File: config.mk
export PLATFORM = sky130hd
export DESIGN_NAME = maze_wall_map_unit
export DESIGN_NICKNAME = d
export VERILOG_FILES = /design/src/design/mwm_pkg.sv /design/src/design/mwm_ram.sv /design/src/design/mwm_decode.sv /design/src/design/mwm_result.sv /design/src/design/maze_wall_map_unit.sv
export SDC_FILE = /design/constraint.sdc
export NUM_CORES = 2
export LEC_CHECK = 0
export BUFFER_PORTS_ARGS = -buffer_cell sky130_fd_sc_hd__clkbuf_2
export CAP_MARGIN = 25
export CELL_PAD_IN_SITES_DETAIL_PLACEMENT = 0
export CELL_PAD_IN_SITES_GLOBAL_PLACEMENT = 1
export CORE_MARGIN = 2
export CORE_UTILIZATION = 47
export CTS_CLUSTER_SIZE = 25
export DETAILED_ROUTE_END_ITERATION = 10
export GPL_TIMING_DRIVEN = 0
export PLACE_DENSITY_LB_ADDON = 0.2
export REMOVE_ABC_BUFFERS = 1
export SLEW_MARGIN = 20
export SYNTH_ARGS = -nofsm -noshare
export SYNTH_HDL_FRONTEND = slang
export SYNTH_SLANG_ARGS = --single-unit
File: constraint.sdc
create_clock -name clk -period 8.75 [get_ports clk]
set_input_delay 1.3125 -clock clk [delete_from_list [all_inputs] [get_ports clk]]
set_output_delay 1.3125 -clock clk [all_outputs]
set_load 0.02 [all_outputs]
File: src/design/mwm_pkg.sv
// ----------------------------------------------------------------------------
// mwm_pkg
// Types, codes and wall-bit helpers for the maze wall map.
// ----------------------------------------------------------------------------
`default_nettype none

package mwm_pkg;

    typedef enum logic [1:0] {
        OP_UPDATE = 2'd0,
        OP_QUERY  = 2'd1,
        OP_CLEAR  = 2'd2
    } op_t;

    typedef enum logic [1:0] {
        DIR_N = 2'd0,
        DIR_E = 2'd1,
        DIR_S = 2'd2,
        DIR_W = 2'd3
    } dir_t;

    typedef enum logic [1:0] {
        ST_INIT,
        ST_IDLE,
        ST_EVAL,
        ST_CLEAR
    } state_t;

    localparam logic [3:0] WALL_N = 4'b0001;
    localparam logic [3:0] WALL_E = 4'b0010;
    localparam logic [3:0] WALL_S = 4'b0100;
    localparam logic [3:0] WALL_W = 4'b1000;

    // Decoded item, held while the cell data comes back from the RAM.
    typedef struct packed {
        logic [1:0] op;
        logic       a_ok;
        logic       b_ok;
        logic       same;
        dir_t       dir;
        logic [3:0] sense;
    } item_t;

    function automatic logic [3:0] dir_mask(input dir_t d);
        logic [3:0] m;
        unique case (d)
            DIR_N: m = WALL_N;
            DIR_E: m = WALL_E;
            DIR_S: m = WALL_S;
            DIR_W: m = WALL_W;
            default: m = WALL_N;
        endcase
        return m;
    endfunction

    // Left is one step counterclockwise of the heading, right one step clockwise.
    function automatic logic [3:0] side_mask(input dir_t hd, input logic ahead,
                                             input logic left, input logic right);
        logic [1:0] h;
        logic [3:0] m;
        h = hd;
        m = ({4{ahead}} & dir_mask(hd))
          | ({4{left}}  & dir_mask(dir_t'(h - 2'd1)))
          | ({4{right}} & dir_mask(dir_t'(h + 2'd1)));
        return m;
    endfunction

endpackage

`default_nettype wire

File: src/design/mwm_ram.sv
// ----------------------------------------------------------------------------
// mwm_ram
// Generic RAM: one write port, two read ports with registered read data.
// ----------------------------------------------------------------------------
`default_nettype none

module mwm_ram #(
    parameter  int WIDTH = 4,
    parameter  int DEPTH = 256,
    localparam int AW    = $clog2(DEPTH)
) (
    input  logic             clk,
    input  logic             we,
    input  logic [AW-1:0]    waddr,
    input  logic [WIDTH-1:0] wdata,
    input  logic [AW-1:0]    raddr_a,
    input  logic [AW-1:0]    raddr_b,
    output logic [WIDTH-1:0] rdata_a,
    output logic [WIDTH-1:0] rdata_b
);

    logic [WIDTH-1:0] mem [DEPTH];
    logic [WIDTH-1:0] rdata_a_reg;
    logic [WIDTH-1:0] rdata_b_reg;

    always_ff @(posedge clk)
    begin
        if (we)
        begin
            mem[waddr] <= wdata;
        end
        rdata_a_reg <= mem[raddr_a];
        rdata_b_reg <= mem[raddr_b];
    end

    assign rdata_a = rdata_a_reg;
    assign rdata_b = rdata_b_reg;

endmodule

`default_nettype wire

File: src/design/mwm_decode.sv
// ----------------------------------------------------------------------------
// mwm_decode
// Grid checks, cell addresses, query direction and sensor wall bits.
// ----------------------------------------------------------------------------
`default_nettype none

module mwm_decode #(
    parameter int GRID_WIDTH  = 16,
    parameter int GRID_HEIGHT = 16,
    parameter int AW          = 8
) (
    input  logic [1:0]        operation,
    input  logic signed [5:0] cell_x,
    input  logic signed [5:0] cell_y,
    input  logic signed [5:0] other_x,
    input  logic signed [5:0] other_y,
    input  logic [1:0]        heading,
    input  logic              wall_ahead,
    input  logic              wall_on_left,
    input  logic              wall_on_right,
    output mwm_pkg::item_t    item,
    output logic [AW-1:0]     addr_a,
    output logic [AW-1:0]     addr_b
);

    import mwm_pkg::*;

    function automatic logic on_grid(input logic signed [5:0] x,
                                     input logic signed [5:0] y);
        return !x[5] && ($unsigned(x) < 6'(GRID_WIDTH))
            && !y[5] && ($unsigned(y) < 6'(GRID_HEIGHT));
    endfunction

    // Only called for in-grid cells, so the low five bits carry the coordinate.
    function automatic logic [AW-1:0] cell_addr(input logic signed [5:0] x,
                                                input logic signed [5:0] y);
        return AW'(int'(y[4:0]) * GRID_WIDTH + int'(x[4:0]));
    endfunction

    logic a_ok;
    logic b_ok;
    dir_t dir;

    assign a_ok = on_grid(cell_x, cell_y);
    assign b_ok = on_grid(other_x, other_y);

    // y decides first, then x
    always_comb
    begin
        if (other_y > cell_y)
            dir = DIR_N;
        else if (other_y < cell_y)
            dir = DIR_S;
        else if (other_x > cell_x)
            dir = DIR_E;
        else
            dir = DIR_W;
    end

    assign item.op    = operation;
    assign item.a_ok  = a_ok;
    assign item.b_ok  = b_ok;
    assign item.same  = (cell_x == other_x) && (cell_y == other_y);
    assign item.dir   = dir;
    assign item.sense = side_mask(dir_t'(heading), wall_ahead, wall_on_left, wall_on_right);

    assign addr_a = a_ok ? cell_addr(cell_x, cell_y) : '0;
    assign addr_b = b_ok ? cell_addr(other_x, other_y) : '0;

endmodule

`default_nettype wire

File: src/design/mwm_result.sv
// ----------------------------------------------------------------------------
// mwm_result
// Forms the result item and the merged mask from the two cells read.
// ----------------------------------------------------------------------------
`default_nettype none

module mwm_result (
    input  mwm_pkg::item_t item,
    input  logic [3:0]     mask_a,
    input  logic [3:0]     mask_b,
    output logic           blocked,
    output logic [3:0]     cell_mask,
    output logic           out_of_grid,
    output logic [3:0]     new_mask
);

    import mwm_pkg::*;

    assign new_mask = mask_a | item.sense;

    always_comb
    begin
        blocked     = 1'b0;
        cell_mask   = '0;
        out_of_grid = 1'b0;
        case (item.op)
            OP_UPDATE:
            begin
                out_of_grid = !item.a_ok;
                cell_mask   = item.a_ok ? new_mask : '0;
            end
            OP_QUERY:
            begin
                cell_mask   = item.a_ok ? mask_a : '0;
                out_of_grid = !(item.a_ok && item.b_ok);
                if (!(item.a_ok && item.b_ok))
                    blocked = 1'b1;
                else if (!item.same)
                    blocked = (|(mask_a & dir_mask(item.dir)))
                            | (|(mask_b & dir_mask(dir_t'(item.dir + 2'd2))));
            end
            default:
            begin
                // clear and the unused code give an all-zero result
            end
        endcase
    end

endmodule

`default_nettype wire

File: src/design/maze_wall_map_unit.sv
// ----------------------------------------------------------------------------
// maze_wall_map_unit
// Known-wall map of a maze grid: sensor updates, passage queries, clear.
// ----------------------------------------------------------------------------
// An update or a query is accepted in the idle state, which issues a registered
// read of both cells on the two read ports of the map RAM; the eval state then
// forms the result, writes back the merged mask of an update and loads the
// output register, after which the next item is accepted. A clear walks the RAM
// one cell per cycle, then gives an all-zero result through the eval state.
// After reset the same walk over all GRID_WIDTH*GRID_HEIGHT cells runs with
// item_stall high. A result waiting under result_stall holds the block in the eval state.
`default_nettype none

module maze_wall_map_unit #(
    parameter int GRID_WIDTH  = 16,
    parameter int GRID_HEIGHT = 16
) (
    input  logic              clk,
    input  logic              rst_n,
    input  logic              item_valid,
    output logic              item_stall,
    input  logic [1:0]        operation,
    input  logic signed [5:0] cell_x,
    input  logic signed [5:0] cell_y,
    input  logic signed [5:0] other_x,
    input  logic signed [5:0] other_y,
    input  logic [1:0]        heading,
    input  logic              wall_ahead,
    input  logic              wall_on_left,
    input  logic              wall_on_right,
    output logic              result_valid,
    input  logic              result_stall,
    output logic              blocked,
    output logic [3:0]        cell_mask,
    output logic              out_of_grid
);

    import mwm_pkg::*;

    localparam int CELLS = GRID_WIDTH * GRID_HEIGHT;
    localparam int AW    = $clog2(CELLS);
    localparam logic [AW-1:0] LAST_CELL = AW'(CELLS - 1);

    state_t          state_reg, state_next;
    logic [AW-1:0]   sweep_reg, sweep_next;
    item_t           item_reg, item_next;
    logic [AW-1:0]   addr_a_reg, addr_a_next;
    logic [AW-1:0]   addr_b_reg, addr_b_next;
    logic            result_valid_reg, result_valid_next;
    logic            blocked_reg, blocked_next;
    logic [3:0]      cell_mask_reg, cell_mask_next;
    logic            out_of_grid_reg, out_of_grid_next;

    item_t           dec_item;
    logic [AW-1:0]   dec_addr_a;
    logic [AW-1:0]   dec_addr_b;
    logic [AW-1:0]   raddr_a;
    logic [AW-1:0]   raddr_b;
    logic [3:0]      mask_a;
    logic [3:0]      mask_b;
    logic            ram_we;
    logic [AW-1:0]   ram_waddr;
    logic [3:0]      ram_wdata;
    logic            res_blocked;
    logic [3:0]      res_mask;
    logic            res_oog;
    logic [3:0]      new_mask;
    logic            accept;
    logic            out_free;

    mwm_decode #(
        .GRID_WIDTH  (GRID_WIDTH),
        .GRID_HEIGHT (GRID_HEIGHT),
        .AW          (AW)
    ) u_decode (
        .operation     (operation),
        .cell_x        (cell_x),
        .cell_y        (cell_y),
        .other_x       (other_x),
        .other_y       (other_y),
        .heading       (heading),
        .wall_ahead    (wall_ahead),
        .wall_on_left  (wall_on_left),
        .wall_on_right (wall_on_right),
        .item          (dec_item),
        .addr_a        (dec_addr_a),
        .addr_b        (dec_addr_b)
    );

    mwm_ram #(
        .WIDTH (4),
        .DEPTH (CELLS)
    ) u_ram (
        .clk     (clk),
        .we      (ram_we),
        .waddr   (ram_waddr),
        .wdata   (ram_wdata),
        .raddr_a (raddr_a),
        .raddr_b (raddr_b),
        .rdata_a (mask_a),
        .rdata_b (mask_b)
    );

    mwm_result u_result (
        .item        (item_reg),
        .mask_a      (mask_a),
        .mask_b      (mask_b),
        .blocked     (res_blocked),
        .cell_mask   (res_mask),
        .out_of_grid (res_oog),
        .new_mask    (new_mask)
    );

    assign accept   = item_valid && (state_reg == ST_IDLE);
    assign out_free = !result_valid_reg || !result_stall;

    // read addresses come straight from the ports in the accept cycle
    assign raddr_a = (state_reg == ST_IDLE) ? dec_addr_a : addr_a_reg;
    assign raddr_b = (state_reg == ST_IDLE) ? dec_addr_b : addr_b_reg;

    always_ff @(posedge clk or negedge rst_n)
    begin
        if (!rst_n)
        begin
            state_reg        <= ST_INIT;
            sweep_reg        <= '0;
            result_valid_reg <= 1'b0;
        end
        else
        begin
            state_reg        <= state_next;
            sweep_reg        <= sweep_next;
            result_valid_reg <= result_valid_next;
        end
    end

    always_ff @(posedge clk)
    begin
        item_reg        <= item_next;
        addr_a_reg      <= addr_a_next;
        addr_b_reg      <= addr_b_next;
        blocked_reg     <= blocked_next;
        cell_mask_reg   <= cell_mask_next;
        out_of_grid_reg <= out_of_grid_next;
    end

    always_comb
    begin
        state_next        = state_reg;
        sweep_next        = sweep_reg;
        item_next         = item_reg;
        addr_a_next       = addr_a_reg;
        addr_b_next       = addr_b_reg;
        result_valid_next = result_valid_reg && result_stall;
        blocked_next      = blocked_reg;
        cell_mask_next    = cell_mask_reg;
        out_of_grid_next  = out_of_grid_reg;
        ram_we            = 1'b0;
        ram_waddr         = addr_a_reg;
        ram_wdata         = new_mask;
        unique case (state_reg)
            ST_INIT, ST_CLEAR:
            begin
                ram_we    = 1'b1;
                ram_waddr = sweep_reg;
                ram_wdata = '0;
                if (sweep_reg == LAST_CELL)
                begin
                    sweep_next = '0;
                    state_next = (state_reg == ST_INIT) ? ST_IDLE : ST_EVAL;
                end
                else
                begin
                    sweep_next = sweep_reg + 1'b1;
                end
            end
            ST_IDLE:
            begin
                if (accept)
                begin
                    item_next   = dec_item;
                    addr_a_next = dec_addr_a;
                    addr_b_next = dec_addr_b;
                    case (operation)
                        OP_CLEAR: state_next = ST_CLEAR;
                        default:  state_next = ST_EVAL;
                    endcase
                end
            end
            ST_EVAL:
            begin
                if (out_free)
                begin
                    ram_we            = (item_reg.op == OP_UPDATE) && item_reg.a_ok;
                    result_valid_next = 1'b1;
                    blocked_next      = res_blocked;
                    cell_mask_next    = res_mask;
                    out_of_grid_next  = res_oog;
                    state_next        = ST_IDLE;
                end
            end
            default:
            begin
                state_next = ST_IDLE;
            end
        endcase
    end

    assign item_stall   = (state_reg != ST_IDLE);
    assign result_valid = result_valid_reg;
    assign blocked      = blocked_reg;
    assign cell_mask    = cell_mask_reg;
    assign out_of_grid  = out_of_grid_reg;

endmodule

`default_nettype wire

==> impl_metrics.env <==
export IMPL_status="finished, violations left"
export IMPL_violations="DRC"
export IMPL_detail_route_antenna_nets=0
export IMPL_grt_pass1_vias=40816
export IMPL_whs_ns=0.4669
export IMPL_cts_max_level=3
export IMPL_crit_type="in2reg"
export IMPL_post_route_period_util_pct=70.00
export IMPL_ys_async_sr_fraction_pct=1.022
export IMPL_yosysWarnings=0
export IMPL_grt_max_degree=55
export IMPL_hold_viol_final=0
export IMPL_wl_um=197400
export IMPL_yosysSeqAreaShare_pct=60.19
export IMPL_core_sq_mm=0.1127
export IMPL_syn_to_final_growth_pct=17.86
export IMPL_worstSetupEndpointType="register"
export IMPL_cts_sinks=1076
export IMPL_clock_fmax_mhz=163.3
export IMPL_die_area_sq_mm=0.1164
export IMPL_finClkSkew_ns=0.03002
export IMPL_drc_errors=2
export IMPL_worst_path_max_fanout=20
export IMPL_setup_violations=0
export IMPL_finish_utilization_pct=55.93
export IMPL_cts_setup_buffers=0
export IMPL_root_buffer="clkbuf_16"
export IMPL_overflow=0
export IMPL_period_needed_ns=6.125
export IMPL_drtIter0Drc=5830
export IMPL_drt_pass1_iter_count=9
export IMPL_place_congestion=0.8879
export IMPL_synth_area_sq_mm=0.05345
export IMPL_wl_per_cell_um=30.36
export IMPL_die_w_um=341.2
export IMPL_synth_cell_types=74
export IMPL_grt_usage_pct=33.52
export IMPL_p_leak_uw=0.02197
export IMPL_drive_gt1_share_pct=11.34
export IMPL_largest_reg_flops=1024
export IMPL_antenna_found_initial=9
export IMPL_slew_viol_final=0
export IMPL_synthFlopType="edfxtp_1"
export IMPL_clk_pin_slew_ns=0.06
export IMPL_rows=123
export IMPL_arrival_ns=6.76
export IMPL_insertion_delay_ns=0.75
export IMPL_syn_inst=4917
export IMPL_start_util_pct=47.45
export IMPL_rsz0062_at_grt="false"
export IMPL_cts_tree="yes"
export IMPL_avgViaCountPerCell=6.579
export IMPL_vias=42785
export IMPL_postCtsHoldBufs=0
export IMPL_worst_slew_pin_slew_ns=1.116
export IMPL_nets=4960
export IMPL_synth_edff_count=1057
export IMPL_numCtsBuffers=116
export IMPL_die_h_um=341.2
export IMPL_pin_count=43
export IMPL_cts_resized_gates=0
export IMPL_power_density_mw_per_mm2=423.1
export IMPL_syn_area_per_cell_sq_um=10.87
export IMPL_critPathLaunchType="input port"
export IMPL_clk_path_buf_depth=3
export IMPL_grt_pass1_wl_um=284400
export IMPL_ys_seq_elements=1076
export IMPL_hp_class="in2async"
export IMPL_port_buffers=42
export IMPL_dp_hpwl_um=136200
export IMPL_irDropWorstVdd_uv=276.3
export IMPL_max_slew_margin_pct=25.05
export IMPL_drv_cap=0
export IMPL_cp_required_ns=9.38
metal layers:
| metal | global-route usage, % | vias up | part of all wire, % | wire, um |
|---|---|---|---|---|
| met1 | 45.07 | 21245 | 38 | 75840 |
| met2 | 51.61 | 2626 | 46 | 89860 |
| met4 | 16.86 | 4 | 5.5 | 10890 |
| li1 | - | 18385 | - | - |
| met3 | 7.150 | 525 | 11 | 20820 |
| met5 | 0 | - | 0.014 | 27 |
Yosys cell counts, drive strengths merged, types with 9 or more instances:
master / count / area share [%]
nor2b: 10 / 0.12
nand3: 456 / 4.3
a221oi: 116 / 1.9
buf: 151 / 1.4
and2: 14 / 0.16
o32ai: 9 / 0.16
a211oi: 12 / 0.17
o21ai: 80 / 0.76
a21oi: 260 / 2.4
nor2: 348 / 2.4
inv: 40 / 0.28
a32o: 21 / 0.39
dfrtp: 11 / 0.51
nor3: 33 / 0.31
nand2b: 11 / 0.13
edfxtp: 1057 / 59
o221ai: 24 / 0.39
or3: 11 / 0.13
nor4: 35 / 0.41
a41oi: 18 / 0.33
a31oi: 61 / 0.71
and3: 19 / 0.22
clkbuf: 225 / 1.6
ha: 21 / 0.49
a22oi: 13 / 0.18
mux4: 74 / 3.1
mux2i: 222 / 4.2
o31ai: 11 / 0.18
o22ai: 32 / 0.39
a221o: 11 / 0.21
a32oi: 110 / 1.8
nand2: 1299 / 9.1
stage by stage:
stage               cell area [sq um]  setup TNS [ns]  total power [uW]  worst slack, ns  std cells
floorplan                       51880         -199.22             15130           -16.68       4541
finish                          63000               0             26660            2.625       6503
CTS                             62950               0             26320            2.599       6494
global placement                53970        -9135.13             18620           -41.16       6083
global route                    62990               0             27420            2.483       6498
detailed placement              59190               0             21420            1.943       6282
critical path: stages:
cell and delay [ns]:
clkbuf_2 0.11, or4_1 0.56, clkinv_1 0.55, a21oi_4 0.65, buf_16 0.23, buf_8 0.17, buf_16 0.18, buf_16 0.17
buf_16 0.18, buf_16 0.18, buf_16 0.17, a21oi_1 0.08, a221oi_1 0.48, a21oi_1 0.12, nor4_1 0.84, o22ai_1 0.46
o32ai_1 0.23
final timing paths:
check	startpoint	end	slack, ns	cells past startpoint
max reg2reg	state_reg[1]$_DFFE_PN0P_	u_ram.rdata_b[1]$_DFF_P_	3.33	18
max	other_x[4]	u_ram.rdata_b[1]$_DFF_P_	2.62	17
min reg2reg	result_valid$_DFF_PN0_	result_valid$_DFF_PN0_	0.55	2
min in group clk	result_valid$_DFF_PN0_	result_valid$_DFF_PN0_	0.55	2
max in group asynchronous	rst_n	sweep_reg[4]$_DFFE_PN0N_	8.04	1
min	rst_n	result_valid$_DFF_PN0_	0.47	1
where the power goes:
group	internal, uW	switching [uW]
sequential	7100	117
clock	2870	2100
combinational	4930	9540
cell families after synthesis:
group	after synthesis	synth area share, %
adder cells (fa/ha/maj)	21	0.4915
multiplexers	298	7.317
XOR/XNOR	8	0.1311
AO/OA/AOI/OAI	840	11.03
AND/OR/NAND/NOR	2256	17.60
buffers and inverters	418	3.237
flip-flops	1076	60.19
area by class of cell:
cell class / count / area, sq um
fill: 9434 / 49650
sequential: 1076 / 32180
multi-input combinational: 3423 / 20120
timing repair buffer: 245 / 4906
clock buffer: 142 / 3042
tap: 1500 / 1877
clock inverter: 70 / 716.9
inverter: 42 / 157.7
antenna: 5 / 12.51
layout by cell type, fill, tap and decap left out, drive strengths merged, types with 32 or more instances in the layout:
cell type and instances:
buf 201, o21ai 80, nand3 456, mux4 74
nor2 348, o22ai 32, mux2i 222, clkinv 54
a21oi 260, nor3 33, a32oi 110, nor4 35
a31oi 61, a221oi 116, nand2 1299, inv 44
clkbuf 186, edfxtp 1057
(Power assumes the default switching activity.)
